**src/sv/clbs_pkg.sv**
```systemverilog
// ----------------------------------------------------------------------------
// clbs_pkg: shared types and constants of the character LCD bus sequencer
// Holds the request codes, the sequence kinds, the step actions and the
// table of steps that every sequence walks through.
// ----------------------------------------------------------------------------
package clbs_pkg;

  localparam int OPCODE_W = 3;
  localparam int BYTE_W   = 8;
  localparam int ROW_W    = 2;
  localparam int COLUMN_W = 6;
  localparam int TPM_W    = 16;
  localparam int MS_W     = 6;
  localparam int STEP_W   = 5;

  // Request codes on the input channel.
  localparam logic [OPCODE_W-1:0] OP_TICK     = 3'd0;
  localparam logic [OPCODE_W-1:0] OP_INIT     = 3'd1;
  localparam logic [OPCODE_W-1:0] OP_WR_CMD   = 3'd2;
  localparam logic [OPCODE_W-1:0] OP_WR_DATA  = 3'd3;
  localparam logic [OPCODE_W-1:0] OP_CLEAR    = 3'd4;
  localparam logic [OPCODE_W-1:0] OP_GOTO     = 3'd5;

  localparam logic [ROW_W-1:0] ROW_FIRST  = 2'd1;
  localparam logic [ROW_W-1:0] ROW_SECOND = 2'd2;

  localparam logic [TPM_W-1:0] TPM_RESET = 16'd1000;

  // Controller command bytes.
  localparam logic [BYTE_W-1:0] LCD_FUNCTION_SET = 8'h3C;
  localparam logic [BYTE_W-1:0] LCD_DISPLAY_ON   = 8'h0C;
  localparam logic [BYTE_W-1:0] LCD_CLEAR        = 8'h01;
  localparam logic [BYTE_W-1:0] LCD_ENTRY_MODE   = 8'h06;
  localparam logic [BYTE_W-1:0] LCD_ROW1_BASE    = 8'd127;
  localparam logic [BYTE_W-1:0] LCD_ROW2_BASE    = 8'd191;

  typedef enum logic [2:0] {
    KIND_IDLE      = 3'd0,
    KIND_INIT      = 3'd1,
    KIND_CMD       = 3'd2,
    KIND_DATA      = 3'd3,
    KIND_CLEAR     = 3'd4,
    KIND_GOTO      = 3'd5,
    KIND_WAIT_ONLY = 3'd6
  } seq_kind_t;

  typedef enum logic [2:0] {
    ACT_END      = 3'd0,
    ACT_HI_CONST = 3'd1,
    ACT_HI_PEND  = 3'd2,
    ACT_LO       = 3'd3,
    ACT_WAIT     = 3'd4
  } step_act_t;

  typedef struct packed {
    step_act_t         act;
    logic [BYTE_W-1:0] arg;
  } step_entry_t;

  // One step of a sequence: the action and its byte or millisecond count.
  function automatic step_entry_t seq_entry(seq_kind_t kind, logic [STEP_W-1:0] idx,
                                            logic [MS_W-1:0] pow_ms);
    step_entry_t e;
    e.act = ACT_END;
    e.arg = '0;
    case (kind)
      KIND_INIT: begin
        case (idx)
          5'd0:  begin e.act = ACT_WAIT;     e.arg = {2'b00, pow_ms};  end
          5'd1:  begin e.act = ACT_HI_CONST; e.arg = LCD_FUNCTION_SET; end
          5'd2:  begin e.act = ACT_LO;                                 end
          5'd3:  begin e.act = ACT_WAIT;     e.arg = 8'd1;             end
          5'd4:  begin e.act = ACT_HI_CONST; e.arg = LCD_DISPLAY_ON;   end
          5'd5:  begin e.act = ACT_LO;                                 end
          5'd6:  begin e.act = ACT_WAIT;     e.arg = 8'd1;             end
          5'd7:  begin e.act = ACT_HI_CONST; e.arg = LCD_CLEAR;        end
          5'd8:  begin e.act = ACT_LO;                                 end
          5'd9:  begin e.act = ACT_WAIT;     e.arg = 8'd2;             end
          5'd10: begin e.act = ACT_HI_CONST; e.arg = LCD_ENTRY_MODE;   end
          5'd11: begin e.act = ACT_LO;                                 end
          default: e.act = ACT_END;
        endcase
      end
      KIND_CMD, KIND_DATA: begin
        case (idx)
          5'd0:    e.act = ACT_HI_PEND;
          5'd1:    e.act = ACT_LO;
          default: e.act = ACT_END;
        endcase
      end
      KIND_CLEAR: begin
        case (idx)
          5'd0:    begin e.act = ACT_HI_CONST; e.arg = LCD_CLEAR; end
          5'd1:    e.act = ACT_LO;
          5'd2:    begin e.act = ACT_WAIT; e.arg = 8'd2; end
          default: e.act = ACT_END;
        endcase
      end
      KIND_GOTO: begin
        case (idx)
          5'd0:    e.act = ACT_HI_PEND;
          5'd1:    e.act = ACT_LO;
          5'd2:    begin e.act = ACT_WAIT; e.arg = 8'd1; end
          default: e.act = ACT_END;
        endcase
      end
      KIND_WAIT_ONLY: begin
        case (idx)
          5'd0:    begin e.act = ACT_WAIT; e.arg = 8'd1; end
          default: e.act = ACT_END;
        endcase
      end
      default: e.act = ACT_END;
    endcase
    return e;
  endfunction

endpackage

```
**src/sv/clbs_req_if.sv**
```systemverilog
// ----------------------------------------------------------------------------
// clbs_req_if: request channel of the character LCD bus sequencer
// Valid/ready handshake carrying one tick or one LCD request.
// ----------------------------------------------------------------------------
interface clbs_req_if;
  logic                             valid;
  logic                             ready;
  logic [clbs_pkg::OPCODE_W-1:0]    opcode;
  logic [clbs_pkg::BYTE_W-1:0]      byte_value;
  logic [clbs_pkg::ROW_W-1:0]       row;
  logic [clbs_pkg::COLUMN_W-1:0]    column;

  modport source (output valid, opcode, byte_value, row, column, input ready);
  modport sink   (input valid, opcode, byte_value, row, column, output ready);
endinterface

```
**src/sv/clbs_res_if.sv**
```systemverilog
// ----------------------------------------------------------------------------
// clbs_res_if: result channel of the character LCD bus sequencer
// Valid/ready handshake carrying the pin levels after one request.
// ----------------------------------------------------------------------------
interface clbs_res_if;
  logic                         valid;
  logic                         ready;
  logic                         rs_pin;
  logic                         rw_pin;
  logic                         enable_pin;
  logic [clbs_pkg::BYTE_W-1:0]  data_bus;
  logic                         busy_res;
  logic                         rejected;

  modport source (output valid, rs_pin, rw_pin, enable_pin, data_bus, busy_res, rejected,
                  input ready);
  modport sink   (input valid, rs_pin, rw_pin, enable_pin, data_bus, busy_res, rejected,
                  output ready);
endinterface

```
**src/sv/char_lcd_bus_sequencer.sv**
```systemverilog
// ----------------------------------------------------------------------------
// char_lcd_bus_sequencer: 8-bit character LCD bus driver
// Sequences RS, RW, E and the data bus for init, byte writes, clear and
// cursor positioning, timed by tick requests.
// ----------------------------------------------------------------------------
// Usage:
// Requests arrive on in_ch (valid/ready). Opcode tick advances time by one
// tick; init, write command, write data, clear and go to position start a
// pin sequence whose first action shows in the result of that same request.
// Every accepted request yields exactly one result on out_ch, giving the
// pin levels after that request plus busy and rejected flags. An init,
// write, clear or go-to request arriving while a sequence runs is
// dropped and flagged as rejected. cfg_we/cfg_wdata set ticks_per_ms (zero
// acts as one) and should only be written while the sequencer is idle.
// The result is registered; one request is taken every cycle while
// in_ch.ready is high. The result register is the only buffer, so
// in_ch.ready drops exactly while a result is held and out_ch.ready is
// low; the sequencer state then freezes until the receiver takes the result.
// Reset clears all pins low, returns to idle and loads ticks_per_ms = 1000.
// ----------------------------------------------------------------------------
module char_lcd_bus_sequencer #(
  parameter int POWER_ON_WAIT_MS = 30
) (
  input  logic                          clk,
  input  logic                          rst_n,
  clbs_req_if.sink                      in_ch,
  clbs_res_if.source                    out_ch,
  input  logic                          cfg_we,
  input  logic [clbs_pkg::TPM_W-1:0]    cfg_wdata
);

  localparam logic [clbs_pkg::MS_W-1:0] POW_MS = clbs_pkg::MS_W'(POWER_ON_WAIT_MS);

  // Sequencer state.
  clbs_pkg::seq_kind_t              kind_r, kind_nxt;
  logic [clbs_pkg::STEP_W-1:0]      step_r, step_nxt;
  logic [clbs_pkg::TPM_W-1:0]       tick_r, tick_nxt;
  logic [clbs_pkg::MS_W-1:0]        ms_r, ms_nxt;
  logic [clbs_pkg::BYTE_W-1:0]      pend_r, pend_nxt;
  logic                             rs_r, rs_nxt;
  logic                             en_r, en_nxt;
  logic [clbs_pkg::BYTE_W-1:0]      bus_r, bus_nxt;
  logic                             rejected_r, rejected_nxt;
  logic                             out_valid_r, out_valid_nxt;
  logic [clbs_pkg::TPM_W-1:0]       tpm_r;

  logic                             in_ready;
  logic                             in_acc;
  logic                             busy;
  logic                             is_req;
  logic [clbs_pkg::TPM_W-1:0]       limit;
  logic [clbs_pkg::TPM_W-1:0]       tick_p1;
  logic [clbs_pkg::MS_W-1:0]        ms_dec;

  // Step entry request produced by the tick or request path.
  logic                             do_enter;
  clbs_pkg::seq_kind_t              ent_kind;
  logic [clbs_pkg::STEP_W-1:0]      ent_idx;
  logic [clbs_pkg::BYTE_W-1:0]      ent_pend;
  logic [clbs_pkg::TPM_W-1:0]       pre_tick;
  logic [clbs_pkg::MS_W-1:0]        pre_ms;
  logic [clbs_pkg::STEP_W-1:0]      pre_step;

  clbs_pkg::step_entry_t            e0, e1, ent;
  logic [clbs_pkg::STEP_W-1:0]      ent_idx_skip;
  logic                             skip_wait;

  assign in_ready = !out_valid_r || out_ch.ready;
  assign in_acc   = in_ch.valid && in_ready;
  assign busy     = (kind_r != clbs_pkg::KIND_IDLE);
  assign is_req   = (in_ch.opcode == clbs_pkg::OP_INIT) ||
                    (in_ch.opcode == clbs_pkg::OP_WR_CMD) ||
                    (in_ch.opcode == clbs_pkg::OP_WR_DATA) ||
                    (in_ch.opcode == clbs_pkg::OP_CLEAR) ||
                    (in_ch.opcode == clbs_pkg::OP_GOTO);
  assign limit    = (tpm_r == '0) ? clbs_pkg::TPM_W'(1) : tpm_r;
  assign tick_p1  = tick_r + clbs_pkg::TPM_W'(1);
  assign ms_dec   = ms_r - clbs_pkg::MS_W'(1);

  // Decide what this request does: count a tick, start a sequence or reject.
  always_comb begin
    do_enter     = 1'b0;
    ent_kind     = kind_r;
    ent_idx      = step_r;
    ent_pend     = pend_r;
    pre_tick     = tick_r;
    pre_ms       = ms_r;
    pre_step     = step_r;
    rejected_nxt = 1'b0;
    if (in_ch.opcode == clbs_pkg::OP_TICK) begin
      if (busy) begin
        if ((tick_p1 >= limit) || (tick_p1 == '0)) begin
          // Millisecond boundary: count down and move on when the step expires.
          pre_tick = '0;
          pre_ms   = ms_dec;
          if (ms_dec == '0) begin
            do_enter = 1'b1;
            ent_idx  = step_r + clbs_pkg::STEP_W'(1);
          end
        end else begin
          pre_tick = tick_p1;
        end
      end
    end else if (is_req) begin
      if (busy) begin
        rejected_nxt = 1'b1;
      end else begin
        do_enter = 1'b1;
        ent_idx  = '0;
        pre_tick = '0;
        ent_kind = clbs_pkg::seq_kind_t'(in_ch.opcode);
        if ((in_ch.opcode == clbs_pkg::OP_WR_CMD) ||
            (in_ch.opcode == clbs_pkg::OP_WR_DATA)) begin
          ent_pend = in_ch.byte_value;
        end else if (in_ch.opcode == clbs_pkg::OP_GOTO) begin
          if (in_ch.row == clbs_pkg::ROW_FIRST) begin
            ent_pend = clbs_pkg::LCD_ROW1_BASE + {2'b00, in_ch.column};
          end else if (in_ch.row == clbs_pkg::ROW_SECOND) begin
            ent_pend = clbs_pkg::LCD_ROW2_BASE + {2'b00, in_ch.column};
          end else begin
            ent_kind = clbs_pkg::KIND_WAIT_ONLY;
          end
        end
      end
    end
  end

  // Step table lookup. A wait of zero milliseconds is skipped; the table never
  // holds two waits in a row, so one look-ahead entry is enough.
  always_comb begin
    e0           = clbs_pkg::seq_entry(ent_kind, ent_idx, POW_MS);
    ent_idx_skip = ent_idx + clbs_pkg::STEP_W'(1);
    e1           = clbs_pkg::seq_entry(ent_kind, ent_idx_skip, POW_MS);
    skip_wait    = (e0.act == clbs_pkg::ACT_WAIT) && (e0.arg[clbs_pkg::MS_W-1:0] == '0);
    ent          = skip_wait ? e1 : e0;
  end

  // Next state: apply the entry action of the new step.
  always_comb begin
    kind_nxt = kind_r;
    step_nxt = pre_step;
    tick_nxt = pre_tick;
    ms_nxt   = pre_ms;
    pend_nxt = ent_pend;
    rs_nxt   = rs_r;
    en_nxt   = en_r;
    bus_nxt  = bus_r;
    if (do_enter) begin
      kind_nxt = ent_kind;
      step_nxt = skip_wait ? ent_idx_skip : ent_idx;
      unique case (ent.act)
        clbs_pkg::ACT_HI_CONST, clbs_pkg::ACT_HI_PEND: begin
          rs_nxt  = (ent_kind == clbs_pkg::KIND_DATA);
          bus_nxt = (ent.act == clbs_pkg::ACT_HI_CONST) ? ent.arg : ent_pend;
          en_nxt  = 1'b1;
          ms_nxt  = clbs_pkg::MS_W'(1);
        end
        clbs_pkg::ACT_LO: begin
          en_nxt = 1'b0;
          ms_nxt = clbs_pkg::MS_W'(1);
        end
        clbs_pkg::ACT_WAIT: begin
          ms_nxt = ent.arg[clbs_pkg::MS_W-1:0];
        end
        default: begin
          kind_nxt = clbs_pkg::KIND_IDLE;
          step_nxt = '0;
          ms_nxt   = '0;
          tick_nxt = '0;
        end
      endcase
    end
  end

  always_comb begin
    if (in_acc) begin
      out_valid_nxt = 1'b1;
    end else if (out_ch.ready) begin
      out_valid_nxt = 1'b0;
    end else begin
      out_valid_nxt = out_valid_r;
    end
  end

  always_ff @(posedge clk) begin
    if (!rst_n) begin
      kind_r      <= clbs_pkg::KIND_IDLE;
      step_r      <= '0;
      tick_r      <= '0;
      ms_r        <= '0;
      pend_r      <= '0;
      rs_r        <= 1'b0;
      en_r        <= 1'b0;
      bus_r       <= '0;
      rejected_r  <= 1'b0;
      out_valid_r <= 1'b0;
      tpm_r       <= clbs_pkg::TPM_RESET;
    end else begin
      out_valid_r <= out_valid_nxt;
      if (cfg_we) begin
        tpm_r <= cfg_wdata;
      end
      if (in_acc) begin
        kind_r     <= kind_nxt;
        step_r     <= step_nxt;
        tick_r     <= tick_nxt;
        ms_r       <= ms_nxt;
        pend_r     <= pend_nxt;
        rs_r       <= rs_nxt;
        en_r       <= en_nxt;
        bus_r      <= bus_nxt;
        rejected_r <= rejected_nxt;
      end
    end
  end

  // The state registers only move when a request is accepted, so the result
  // fields read the pin state directly.
  assign in_ch.ready       = in_ready;
  assign out_ch.valid      = out_valid_r;
  assign out_ch.rs_pin     = rs_r;
  assign out_ch.rw_pin     = 1'b0;
  assign out_ch.enable_pin = en_r;
  assign out_ch.data_bus   = bus_r;
  assign out_ch.busy_res   = busy;
  assign out_ch.rejected   = rejected_r;

  // A running sequence always has a step with time left.
  a_busy_has_time: assert property (@(posedge clk) disable iff (!rst_n)
    busy |-> (ms_r != '0))
    else $error("sequence running with no milliseconds left");

  // E is only high inside a sequence.
  a_enable_busy: assert property (@(posedge clk) disable iff (!rst_n)
    en_r |-> busy)
    else $error("enable high while idle");

  // A request arriving during a sequence is rejected and leaves the pins alone.
  a_reject_busy: assert property (@(posedge clk) disable iff (!rst_n)
    (in_acc && busy && is_req) |=> (rejected_r && $stable(bus_r) && $stable(en_r) && busy))
    else $error("request during busy not rejected");

  // A tick while idle changes nothing on the pins.
  a_idle_tick: assert property (@(posedge clk) disable iff (!rst_n)
    (in_acc && !busy && (in_ch.opcode == clbs_pkg::OP_TICK)) |=>
      (!busy && !rejected_r && $stable(bus_r) && $stable(rs_r)))
    else $error("idle tick disturbed the pins");

endmodule
```
**src/flat_wrapper.sv**
```systemverilog
// flat-port wrapper written by rule: the top's interface ports become plain ports
module char_lcd_bus_sequencer_flat 
#(
  parameter int POWER_ON_WAIT_MS = 30
)
  (clk, rst_n, cfg_we, cfg_wdata, in_ch_valid, in_ch_opcode, in_ch_byte_value, in_ch_row, in_ch_column, in_ch_ready, out_ch_valid, out_ch_rs_pin, out_ch_rw_pin, out_ch_enable_pin, out_ch_data_bus, out_ch_busy_res, out_ch_rejected, out_ch_ready);
  clbs_req_if in_ch_i ();
  clbs_res_if out_ch_i ();
  input  logic clk;
  input  logic rst_n;
  input  logic cfg_we;
  input  logic [clbs_pkg::TPM_W-1:0] cfg_wdata;
  input wire logic [$bits(in_ch_i.valid)-1:0] in_ch_valid;
  input wire logic [$bits(in_ch_i.opcode)-1:0] in_ch_opcode;
  input wire logic [$bits(in_ch_i.byte_value)-1:0] in_ch_byte_value;
  input wire logic [$bits(in_ch_i.row)-1:0] in_ch_row;
  input wire logic [$bits(in_ch_i.column)-1:0] in_ch_column;
  output wire logic [$bits(in_ch_i.ready)-1:0] in_ch_ready;
  output wire logic [$bits(out_ch_i.valid)-1:0] out_ch_valid;
  output wire logic [$bits(out_ch_i.rs_pin)-1:0] out_ch_rs_pin;
  output wire logic [$bits(out_ch_i.rw_pin)-1:0] out_ch_rw_pin;
  output wire logic [$bits(out_ch_i.enable_pin)-1:0] out_ch_enable_pin;
  output wire logic [$bits(out_ch_i.data_bus)-1:0] out_ch_data_bus;
  output wire logic [$bits(out_ch_i.busy_res)-1:0] out_ch_busy_res;
  output wire logic [$bits(out_ch_i.rejected)-1:0] out_ch_rejected;
  input wire logic [$bits(out_ch_i.ready)-1:0] out_ch_ready;
  assign in_ch_i.valid = in_ch_valid;
  assign in_ch_i.opcode = in_ch_opcode;
  assign in_ch_i.byte_value = in_ch_byte_value;
  assign in_ch_i.row = in_ch_row;
  assign in_ch_i.column = in_ch_column;
  assign in_ch_ready = in_ch_i.ready;
  assign out_ch_valid = out_ch_i.valid;
  assign out_ch_rs_pin = out_ch_i.rs_pin;
  assign out_ch_rw_pin = out_ch_i.rw_pin;
  assign out_ch_enable_pin = out_ch_i.enable_pin;
  assign out_ch_data_bus = out_ch_i.data_bus;
  assign out_ch_busy_res = out_ch_i.busy_res;
  assign out_ch_rejected = out_ch_i.rejected;
  assign out_ch_i.ready = out_ch_ready;
  char_lcd_bus_sequencer #(.POWER_ON_WAIT_MS(POWER_ON_WAIT_MS)) u_core (.clk(clk), .rst_n(rst_n), .in_ch(in_ch_i), .out_ch(out_ch_i), .cfg_we(cfg_we), .cfg_wdata(cfg_wdata));
endmodule
```
**config.mk**
```make
export PLATFORM = sky130hd
export DESIGN_NAME = char_lcd_bus_sequencer_flat
export DESIGN_NICKNAME = d
export VERILOG_FILES = /design/src/sv/clbs_pkg.sv /design/src/sv/clbs_req_if.sv /design/src/sv/clbs_res_if.sv /design/src/sv/char_lcd_bus_sequencer.sv /design/src/flat_wrapper.sv
export SDC_FILE = /design/constraint.sdc
export NUM_CORES = 1
export LEC_CHECK = 0
export BUFFER_PORTS_ARGS = -buffer_cell sky130_fd_sc_hd__clkbuf_2
export CORE_MARGIN = 1
export CORE_UTILIZATION = 30
export CTS_CLUSTER_DIAMETER = 150
export DETAILED_ROUTE_END_ITERATION = 12
export GPL_TIMING_DRIVEN = 0
export HOLD_SLACK_MARGIN = 0.03
export PLACE_DENSITY_LB_ADDON = 0.25
export SETUP_SLACK_MARGIN = 0.1
export SLEW_MARGIN = 20
export SYNTH_ARGS = -nofsm -noshare
export SYNTH_HDL_FRONTEND = slang
export SYNTH_SLANG_ARGS = --single-unit
```
**constraint.sdc**
```tcl
create_clock -name clk -period 6.7 [get_ports clk]
set_clock_uncertainty 0.05 [all_clocks]
set_input_delay 1.005 -clock clk [delete_from_list [all_inputs] [get_ports clk]]
set_output_delay 1.005 -clock clk [all_outputs]
set_load 0.01 [all_outputs]
```
==> results, run 1 <==
- The flow ran to the end, but the final reports show violations.
- The final reports fail on design-rule violations.
- The transition at the pin with the smallest max-transition slack is 0.711 ns.
- The number of port buffers is 51.
- After the first detailed-routing iteration, the DRC count stood at 340.
- The dominant synthesized flop cell is dfxtp_1.
- The die span in x is 125 um.
- The post-layout minimum cycle time is 6.00 ns.
- The root buffer cell is clkbuf_16.
- In this run, synthesis inferred 0 flip-flops with an integrated enable.
- In this run the mean area of a mapped cell was 7.80 um2.
- The peak ir drop on the vdd network is 0.000117 V.
- Routability-driven placement finished with a final weighted congestion of 0.915.
- The number of clock buffers inserted by TritonCTS is 9.
- The accumulated negative setup slack is 0 ns.
- The cell with the largest stage delay on the worst path is a2111oi_4.
- The remaining antenna violation count after routing is 0.
- Setup violations remaining at the end of the flow were counted as 0.
- 55 I/O pins were placed.
- The startpoint identified for the worst hold timing path is u_core.pend_r[7].
- The number of clock sinks is 66.
- The die covers 15600 um2.
- The min-delay analysis places its worst path in the category reg -> reg.
- The initial utilization of the core area, before any placement, comes to 31.0%.
- The classification of the worst setup path is reg -> reg.
- Once the clock tree was built, the setup fixing pass inserted 0 buffers.
- The global-route congestion overflow total is 0.
- The end of the worst register-to-register path is u_core.out_ch.data_bus[4].
- For the worst-skew pair, the clock arrives at the later sink with an insertion delay of 0.34 ns.
- The maximum net fanout on the critical path is 10.
- The post-layout utilization of the core is 36.6%.
- The H-tree depth is 3.
- The routed wire length per instance is 15.2 um.
- The count of unique library cells instantiated by Yosys is 75.
- The count of placed standard cells including taps is 817.
- Synthesis produced a netlist with a net count of 647.
- In this run the tightest slew margin relative to its limit is 51.8%.
- The leakage power of the design is 2.28 nW.
- The number of global-route vias before repair is 4252.
- For this design the ratio of total power to cell area is 203 nW/um2.
- The minimum setup slack among reg-to-reg paths is 0.70 ns.
- The final hold violation count is 0.
- At the worst endpoint, the arrival time is 6.21 ns.
- For this run, the top clock speed supported by timing is 167 MHz.
- Setup repair after global routing left no endpoint under its margin.
- The power consumption is 1.09 mW.
- The count of cells in the finished layout, fillers not included, comes to 833.
- The cell depth of the worst flop-to-flop path is 23.
- The overall track demand over capacity in global routing is 17.0%.
- The post-synthesis async set-or-reset flop share is 0%.
- The number of rows created at floorplan is 44.
- The filler cells instantiated in the layout total 1551.
- The Yosys step of the flow raised 0 warnings.
- The count of nets after finishing is 709.
- The critical path crosses 23 cells after its start point.
- TritonCTS built the clock tree.
- The synthesized cell area is 4540 um2.
- For hold timing, the worst endpoint is u_core.pend_r[7].
- The number of instances in the synthesized netlist is 582.
- The number of antenna diodes is 0.
- The finished layout cell area is 5350 um2.
- In the routed design, unresolved DRC markers number 6.
- The overall die height is 125 um.
- The most area-hungry cell type in the Yosys netlist is dfxtp_1.
- The worst path uses 89.6% of the clock period.
- The max-capacitance violation count is 0.
- The critical path launch point type is a flip-flop.
- Summing all placed instances gives a cell area of 5020 um2.
- On the worst path, the slowest cell contributes a delay of 0.49 ns.
- The synthesized flop and latch total is 66.
- The number of stages on the worst hold path is 2.
- The via count is 4363.
- The maximum number of pins on one net before global-route repair is 12.
- The number of buffers and inverters on the critical path is 3.
- Summed over its instances, the top area cell type makes up 29.1% of the synthesized netlist area.
- The post-route netlist has 15.4% of its cells at a drive strength greater than 1.
- At the worst endpoint, the required time is 6.91 ns.
- In this run the deepest clock path goes through 2 buffers.
- The initial antenna violation count came to 0.
- The element type at the critical path end is a flip-flop.
- The source of the worst register-to-register timing path is u_core.tick_r[0].
- Ranked by total cell area, the synthesized netlist is headed by dfxtp_1 (29%), ha_1 (6.9%), nor2_1 (5.5%).
- The global-route wire length before repair is 21.1 mm.
- For this run, the register share of the synthesized area comes to 29.1%.
- The layout overhead on the synthesized area is 18.0%.
- The routed design has 12.7 mm of wire.
- The register cell area after layout is 1320 um2.
- The cell that appears most often on the critical path is ha_1.
- The first TritonRoute pass finished after 8 iterations.
- The final max-slew violation count came to 0.
- Walking the worst path, the cells encountered are ha_1 -> and4_1 -> clkbuf_1 -> nand2_1 -> xnor2_1 -> ha_1 -> and3_1 -> a221o_1 -> a221oi_1 -> a31o_2 -> o211ai_2 -> and3_1 -> a31oi_2 -> inv_1 -> ha_1 -> nor2_1 -> o21ai_0 -> a21boi_0 -> a22o_1 -> a2111oi_4 -> buf_2 -> o21ai_0 -> a31oi_1.
- The HPWL after detailed placement is 9.81 mm.
- Grouping stages by cell kind, the critical path spends the most delay in compound AO/OA/AOI/OAI gates.
- The core area is 14600 um2.
- Clock-pin slew was measured on the worst setup and hold paths at 0.06 ns.
- The average vias per placed instance is 5.24.
- The footprint of the multi-input gates is 2970 um2.
==> final cells by class <==
cell class,instances,area share [%]
clock inverter,3,0.865
buffer,32,2.71
sequential,66,24.7
timing repair buffer,51,4.77
multi-input combinational,452,55.6
inverter,32,2.24
clock buffer,13,4.86
tap,184,4.30
==> layer usage <==
| layer | track usage, % | part of all wire, % | vias to the layer above |
|---|---|---|---|
| li1 | - | - | 2224 |
| met1 | 21.9 | 48 | 2041 |
| met2 | 27.2 | 46 | 90 |
| met3 | 4.79 | 4.4 | 8 |
| met4 | 5.52 | 1.3 | 0 |
| met5 | 0 | 0 | - |
==> cell families after synthesis <==
kind of cell | Yosys count | synth area share (%)
AND/OR/NAND/NOR | 221 | 24.6
AO/OA/AOI/OAI | 154 | 22.8
flip-flops | 66 | 29.1
buffers and inverters | 64 | 5.85
multiplexers | 26 | 5.79
adder cells (fa/ha/maj) | 25 | 6.89
XOR/XNOR | 25 | 4.83
other | 1 | 0.0827
==> cell usage after synthesis, drive strengths merged (11+ instances only) <==
library cell / instances
a21oi: 44
a22oi: 12
a31oi: 11
buf: 14
clkbuf: 18
dfxtp: 66
ha: 25
inv: 31
mux2i: 24
nand2: 54
nand3: 15
nand4: 12
nor2: 69
nor3: 12
o21ai: 35
xnor2: 19
==> worst min-delay path: stages (launching register included) <==
cell,delay (ns)
dfxtp_1,0.31
nand2_1,0.05
a21oi_1,0.05
==> cells in the final DEF, fill, tap and decap left out, drive strengths merged, types with 3 or more instances in the layout <==
cell type,synthesis,final
a211oi,5,5
a21o,6,6
a21oi,44,44
a22oi,12,12
a31oi,11,11
and2,8,8
and3,9,9
and4,7,7
buf,14,14
clkbuf,18,82
dfxtp,66,66
ha,25,25
inv,31,32
mux2i,24,24
nand2,54,54
nand2b,10,10
nand3,15,15
nand4,12,12
nor2,69,69
nor3,12,12
nor3b,5,5
nor4,5,5
o211ai,8,8
o21ai,35,35
o22ai,6,6
or2,3,3
or3b,3,3
xnor2,19,19
xor2,6,6
==> sequential cells by signal (all words and copies together), names as in the netlist <==
name,flops
u_core.kind_r,3
u_core.out_ch.enable_pin,1
u_core.pend_r,8
u_core.tpm_r,16
u_core.out_ch.rs_pin,1
u_core.out_ch.data_bus,8
u_core.ms_r,6
u_core.tick_r,16
u_core.out_ch.valid,1
u_core.pre_step,5
u_core.out_ch.rejected,1
==> what timing repair did <==
action	CTS	global route
hold buffers	0	0
gates resized for setup	0	4
setup endpoints to repair	0	20
==> how the worst max path moves through the flow <==
stage                           from                        end  slack (ns)
floorplan           u_core.tick_r[0]  u_core.out_ch.data_bus[6]        1.58
global placement    u_core.tick_r[0]         u_core.pre_step[2]        0.56
detailed placement  u_core.tick_r[0]           u_core.kind_r[1]        0.47
CTS                 u_core.tick_r[0]           u_core.kind_r[1]        0.45
global route        u_core.tick_r[0]  u_core.out_ch.data_bus[5]        0.17
finish              u_core.tick_r[0]  u_core.out_ch.data_bus[4]        0.70
==> per-stage QoR <==
step / hold slack (ns) / setup WS (ns)
final: 0.411 / 0.696
after global routing: 0.430 / 0.174
after CTS: 0.411 / 0.454
after detailed placement: 0.402 / 0.473
after global placement: 0.394 / 0.561
after floorplan: 0.387 / 1.58
==> power breakdown <==
group / leakage, nW / total [mW] / internal, mW / switching (mW)
combinational: 1.59 / 0.178 / 0.0662 / 0.111
sequential: 0.538 / 0.421 / 0.409 / 0.0119
clock: 0.146 / 0.489 / 0.310 / 0.179
total: 2.28 / 1.09 / 0.785 / 0.302
Note: power is estimated with default switching activity, not from simulation.
==> run 2, diff against run 1 <==
- CTS_BUF_LIST: not set -> sky130_fd_sc_hd__clkbuf_8
- CTS_CLUSTER_SIZE: not set -> 40
==> results, run 2 (synthesized netlist as in run 1, its figures left out) <==
- The core area is 14600 um2 (unchanged).
- The share of final-layout standard cells stronger than drive strength 1 is 15.4% (unchanged).
- The number of setup buffers added after CTS was 0 (unchanged).
- The number of DRC markers in iteration 0 is 302 (was 340).
- The overall die height came to 125 um (unchanged).
- The global-route congestion overflow total was 0 (unchanged).
- The max-capacitance violation count came to 0 (unchanged).
- The number of clock sinks was 66 (unchanged).
- The register clock-pin slew on the reported worst setup and hold paths is 0.08 ns (was 0.06 ns).
- The largest incremental delay on the critical path came to 0.49 ns (about the same).
- Status: finished with violations (unchanged).
- The most common cell type on the critical path was ha_1 (unchanged).
- The overall track demand over capacity in global routing is 16.8% (was 17.0%).
- The signal arrival time at the worst endpoint was 6.28 ns (was 6.21 ns).
- The final hold violation count came to 0 (unchanged).
- The transition at the pin with the smallest max-transition slack came to 0.708 ns (was 0.711 ns).
- The number of port buffers was 51 (unchanged).
- The layout overhead on the synthesized area is 15.7% (was 18.0%).
- The share of the cycle needed by the critical path after routing is 90.1% (was 89.6%).
- The worst-case headroom to the max-slew limit was 52.1% (was 51.8%).
- The overall die area was 15600 um2 (unchanged).
- The count of nets after finishing is 709 (unchanged).
- The number of global-route vias before repair is 4215 (was 4252).
- The class of the most critical hold timing path is reg -> reg (unchanged).
- The accumulated negative setup slack is 0 ns (unchanged).
- The required time of the worst setup path came to 6.94 ns (was 6.91 ns).
- The initial antenna violation count is 0 (unchanged).
- The number of antenna diodes is 0 (unchanged).
- The total wire length after detailed routing is 12.6 mm (was 12.7 mm).
- The CTS tree is done (unchanged).
- The cell family with the largest share of critical-path delay is compound AO/OA/AOI/OAI gates (unchanged).
- The root buffer cell is clkbuf_8 (was clkbuf_16).
- The critical path launch point type is a flip-flop (unchanged).
- The final non-filler cell total is 833 (unchanged).
- The global-route layer with the greatest usage is met2 (unchanged).
- The count of placed standard cells including taps is 817 (unchanged).
- The number of gates resized after CTS is 0 (unchanged).
- The classification of the worst setup path is reg -> reg (unchanged).
- The I/O pin count came to 55 (unchanged).
- The number of clock buffers inserted by TritonCTS came to 9 (unchanged).
- The maximum number of pins on one net before global-route repair was 12 (unchanged).
- The cell depth of the worst flop-to-flop path is 23 (unchanged).
- The leakage power of the design is 2.24 nW (was 2.28 nW).
- The minimum setup slack among reg-to-reg paths is 0.67 ns (was 0.70 ns).
- The average vias per placed instance is 5.23 (was 5.24).
- The global routing usage on met3 is 4.19% (was 4.79%).
- The met2 capacity usage during global routing came to 26.9% (was 27.2%).
- The power density over the cells was 182 nW/um2 (was 203 nW/um2).
- The via count came to 4356 (was 4363).
- The number of remaining DRC errors was 6 (unchanged).
- The global-route wire length before repair is 20.9 mm (was 21.1 mm).
- The cell with the largest stage delay on the worst path is a2111oi_4 (unchanged).
- The finished layout cell area is 5250 um2 (was 5350 um2).
- The post-layout minimum cycle time is 6.03 ns (was 6.00 ns).
- The hold-fix buffer count after cts is 0 (unchanged).
- The number of rows created at floorplan is 44 (unchanged).
- The remaining antenna violation count after routing is 0 (unchanged).
- The die span in x came to 125 um (unchanged).
- The fmax is 166 MHz (was 167 MHz).
- The most common library cell in the layout ignoring fill and taps is nor2_1 (unchanged).
- The routability-driven placement congestion ratio is 0.915 (unchanged).
- The number of stages on the worst hold path is 2 (unchanged).
- The routed wire length per instance came to 15.2 um (about the same).
- Series of cell instances along the critical path: ha_1 -> and4_1 -> clkbuf_1 -> nand2_1 -> xnor2_1 -> ha_1 -> and3_1 -> a221o_1 -> a221oi_1 -> a31o_2 -> o211ai_2 -> and3_1 -> a31oi_2 -> inv_1 -> ha_1 -> nor2_1 -> o21ai_0 -> a21boi_0 -> a22o_1 -> a2111oi_4 -> buf_2 -> o21ai_0 -> a31oi_1 (unchanged).
- The final max-slew violation count is 0 (unchanged).
- The maximum clock path buffer count is 2 (unchanged).
- The worst-skew pair later-pin latency is 0.37 ns (was 0.34 ns).
- The HPWL after detailed placement is 9.81 mm (unchanged).
- Regs by FF count: u_core.tick_r x16, u_core.tpm_r x16 (unchanged).
- The peak ir drop on the vdd network came to 0.0000900 V (was 0.000117 V).
- The buffers plus inverters on the worst setup path is 3 (unchanged).
- Violated checks: design-rule violations (unchanged).
- The met1 usage in global routing was 22.1% (was 21.9%).
- The cell depth of the worst setup path is 23 (unchanged).
- The maximum net fanout on the critical path is 10 (unchanged).
- The element type at the critical path end is a flip-flop (unchanged).
- The number of iterations in the first detailed-routing pass came to 10 (was 8).
- Unrepaired setup endpoints after global routing: no (unchanged).
- The number of setup violations in the final report is 0 (unchanged).
- The H-tree depth is 3 (unchanged).
- The initial core utilization is 31.0% (unchanged).
- Top library cells by usage in the layout, fill and taps aside: nor2_1 (67), dfxtp_1 (66), nand2_1 (54) (unchanged).
- The instance area at placement is 5020 um2 (unchanged).
[run 2: changes by cell type in the layout (fill, tap and decap cells not counted), sizes merged]
cell / change
clkbuf: -2
inv: +2
[run 2: per-stage QoR]
step                      utilization, %  hold WS (ns)  total power, mW  worst slack [ns]
final                               35.9         0.413            0.955             0.666
after floorplan                        -         0.387            0.546              1.58
after CTS                           35.7         0.414            0.962             0.448
after global routing                35.9         0.434             1.01             0.142
after global placement              34.3         0.394            0.600             0.561
after detailed placement            34.3         0.402            0.603             0.473
[run 2: cell type report]
type	count	area, um2
clock inverter	5	53.8
fill	1564	9390
buffer	32	145
tap	184	230
inverter	32	120
timing repair buffer	51	255
sequential	66	1320
multi-input combinational	452	2970
clock buffer	11	151
[run 2: final timing paths]
path | startpoint | end
hold / removal | u_core.pend_r[7] | u_core.pend_r[7]
hold reg to reg | u_core.pend_r[7] | u_core.pend_r[7]
setup / recovery | u_core.tick_r[0] | u_core.out_ch.data_bus[4]
setup reg to reg | u_core.tick_r[0] | u_core.out_ch.data_bus[4]
[run 2: where the power goes]
| part | internal [mW] | leakage (nW) | switching, mW |
|---|---|---|---|
| combinational | 0.0662 | 1.59 | 0.112 |
| sequential | 0.408 | 0.538 | 0.0118 |
| clock | 0.191 | 0.109 | 0.166 |
| total | 0.665 | 2.24 | 0.289 |
[run 2: metal layers]
layer	part of all wire [%]	wire length (um)
met1	48	6080
met2	46	5750
met3	4.6	577
met4	1.7	221
met5	0	0
[run 2: worst min-delay path, delay by kind of cell, from the launching register on]
| kind | cells | cell delay [ns] |
|---|---|---|
| AOI/OAI and AO/OA | 1 | 0.05 |
| DFF | 1 | 0.31 |
| and+or+nand+nor | 1 | 0.05 |
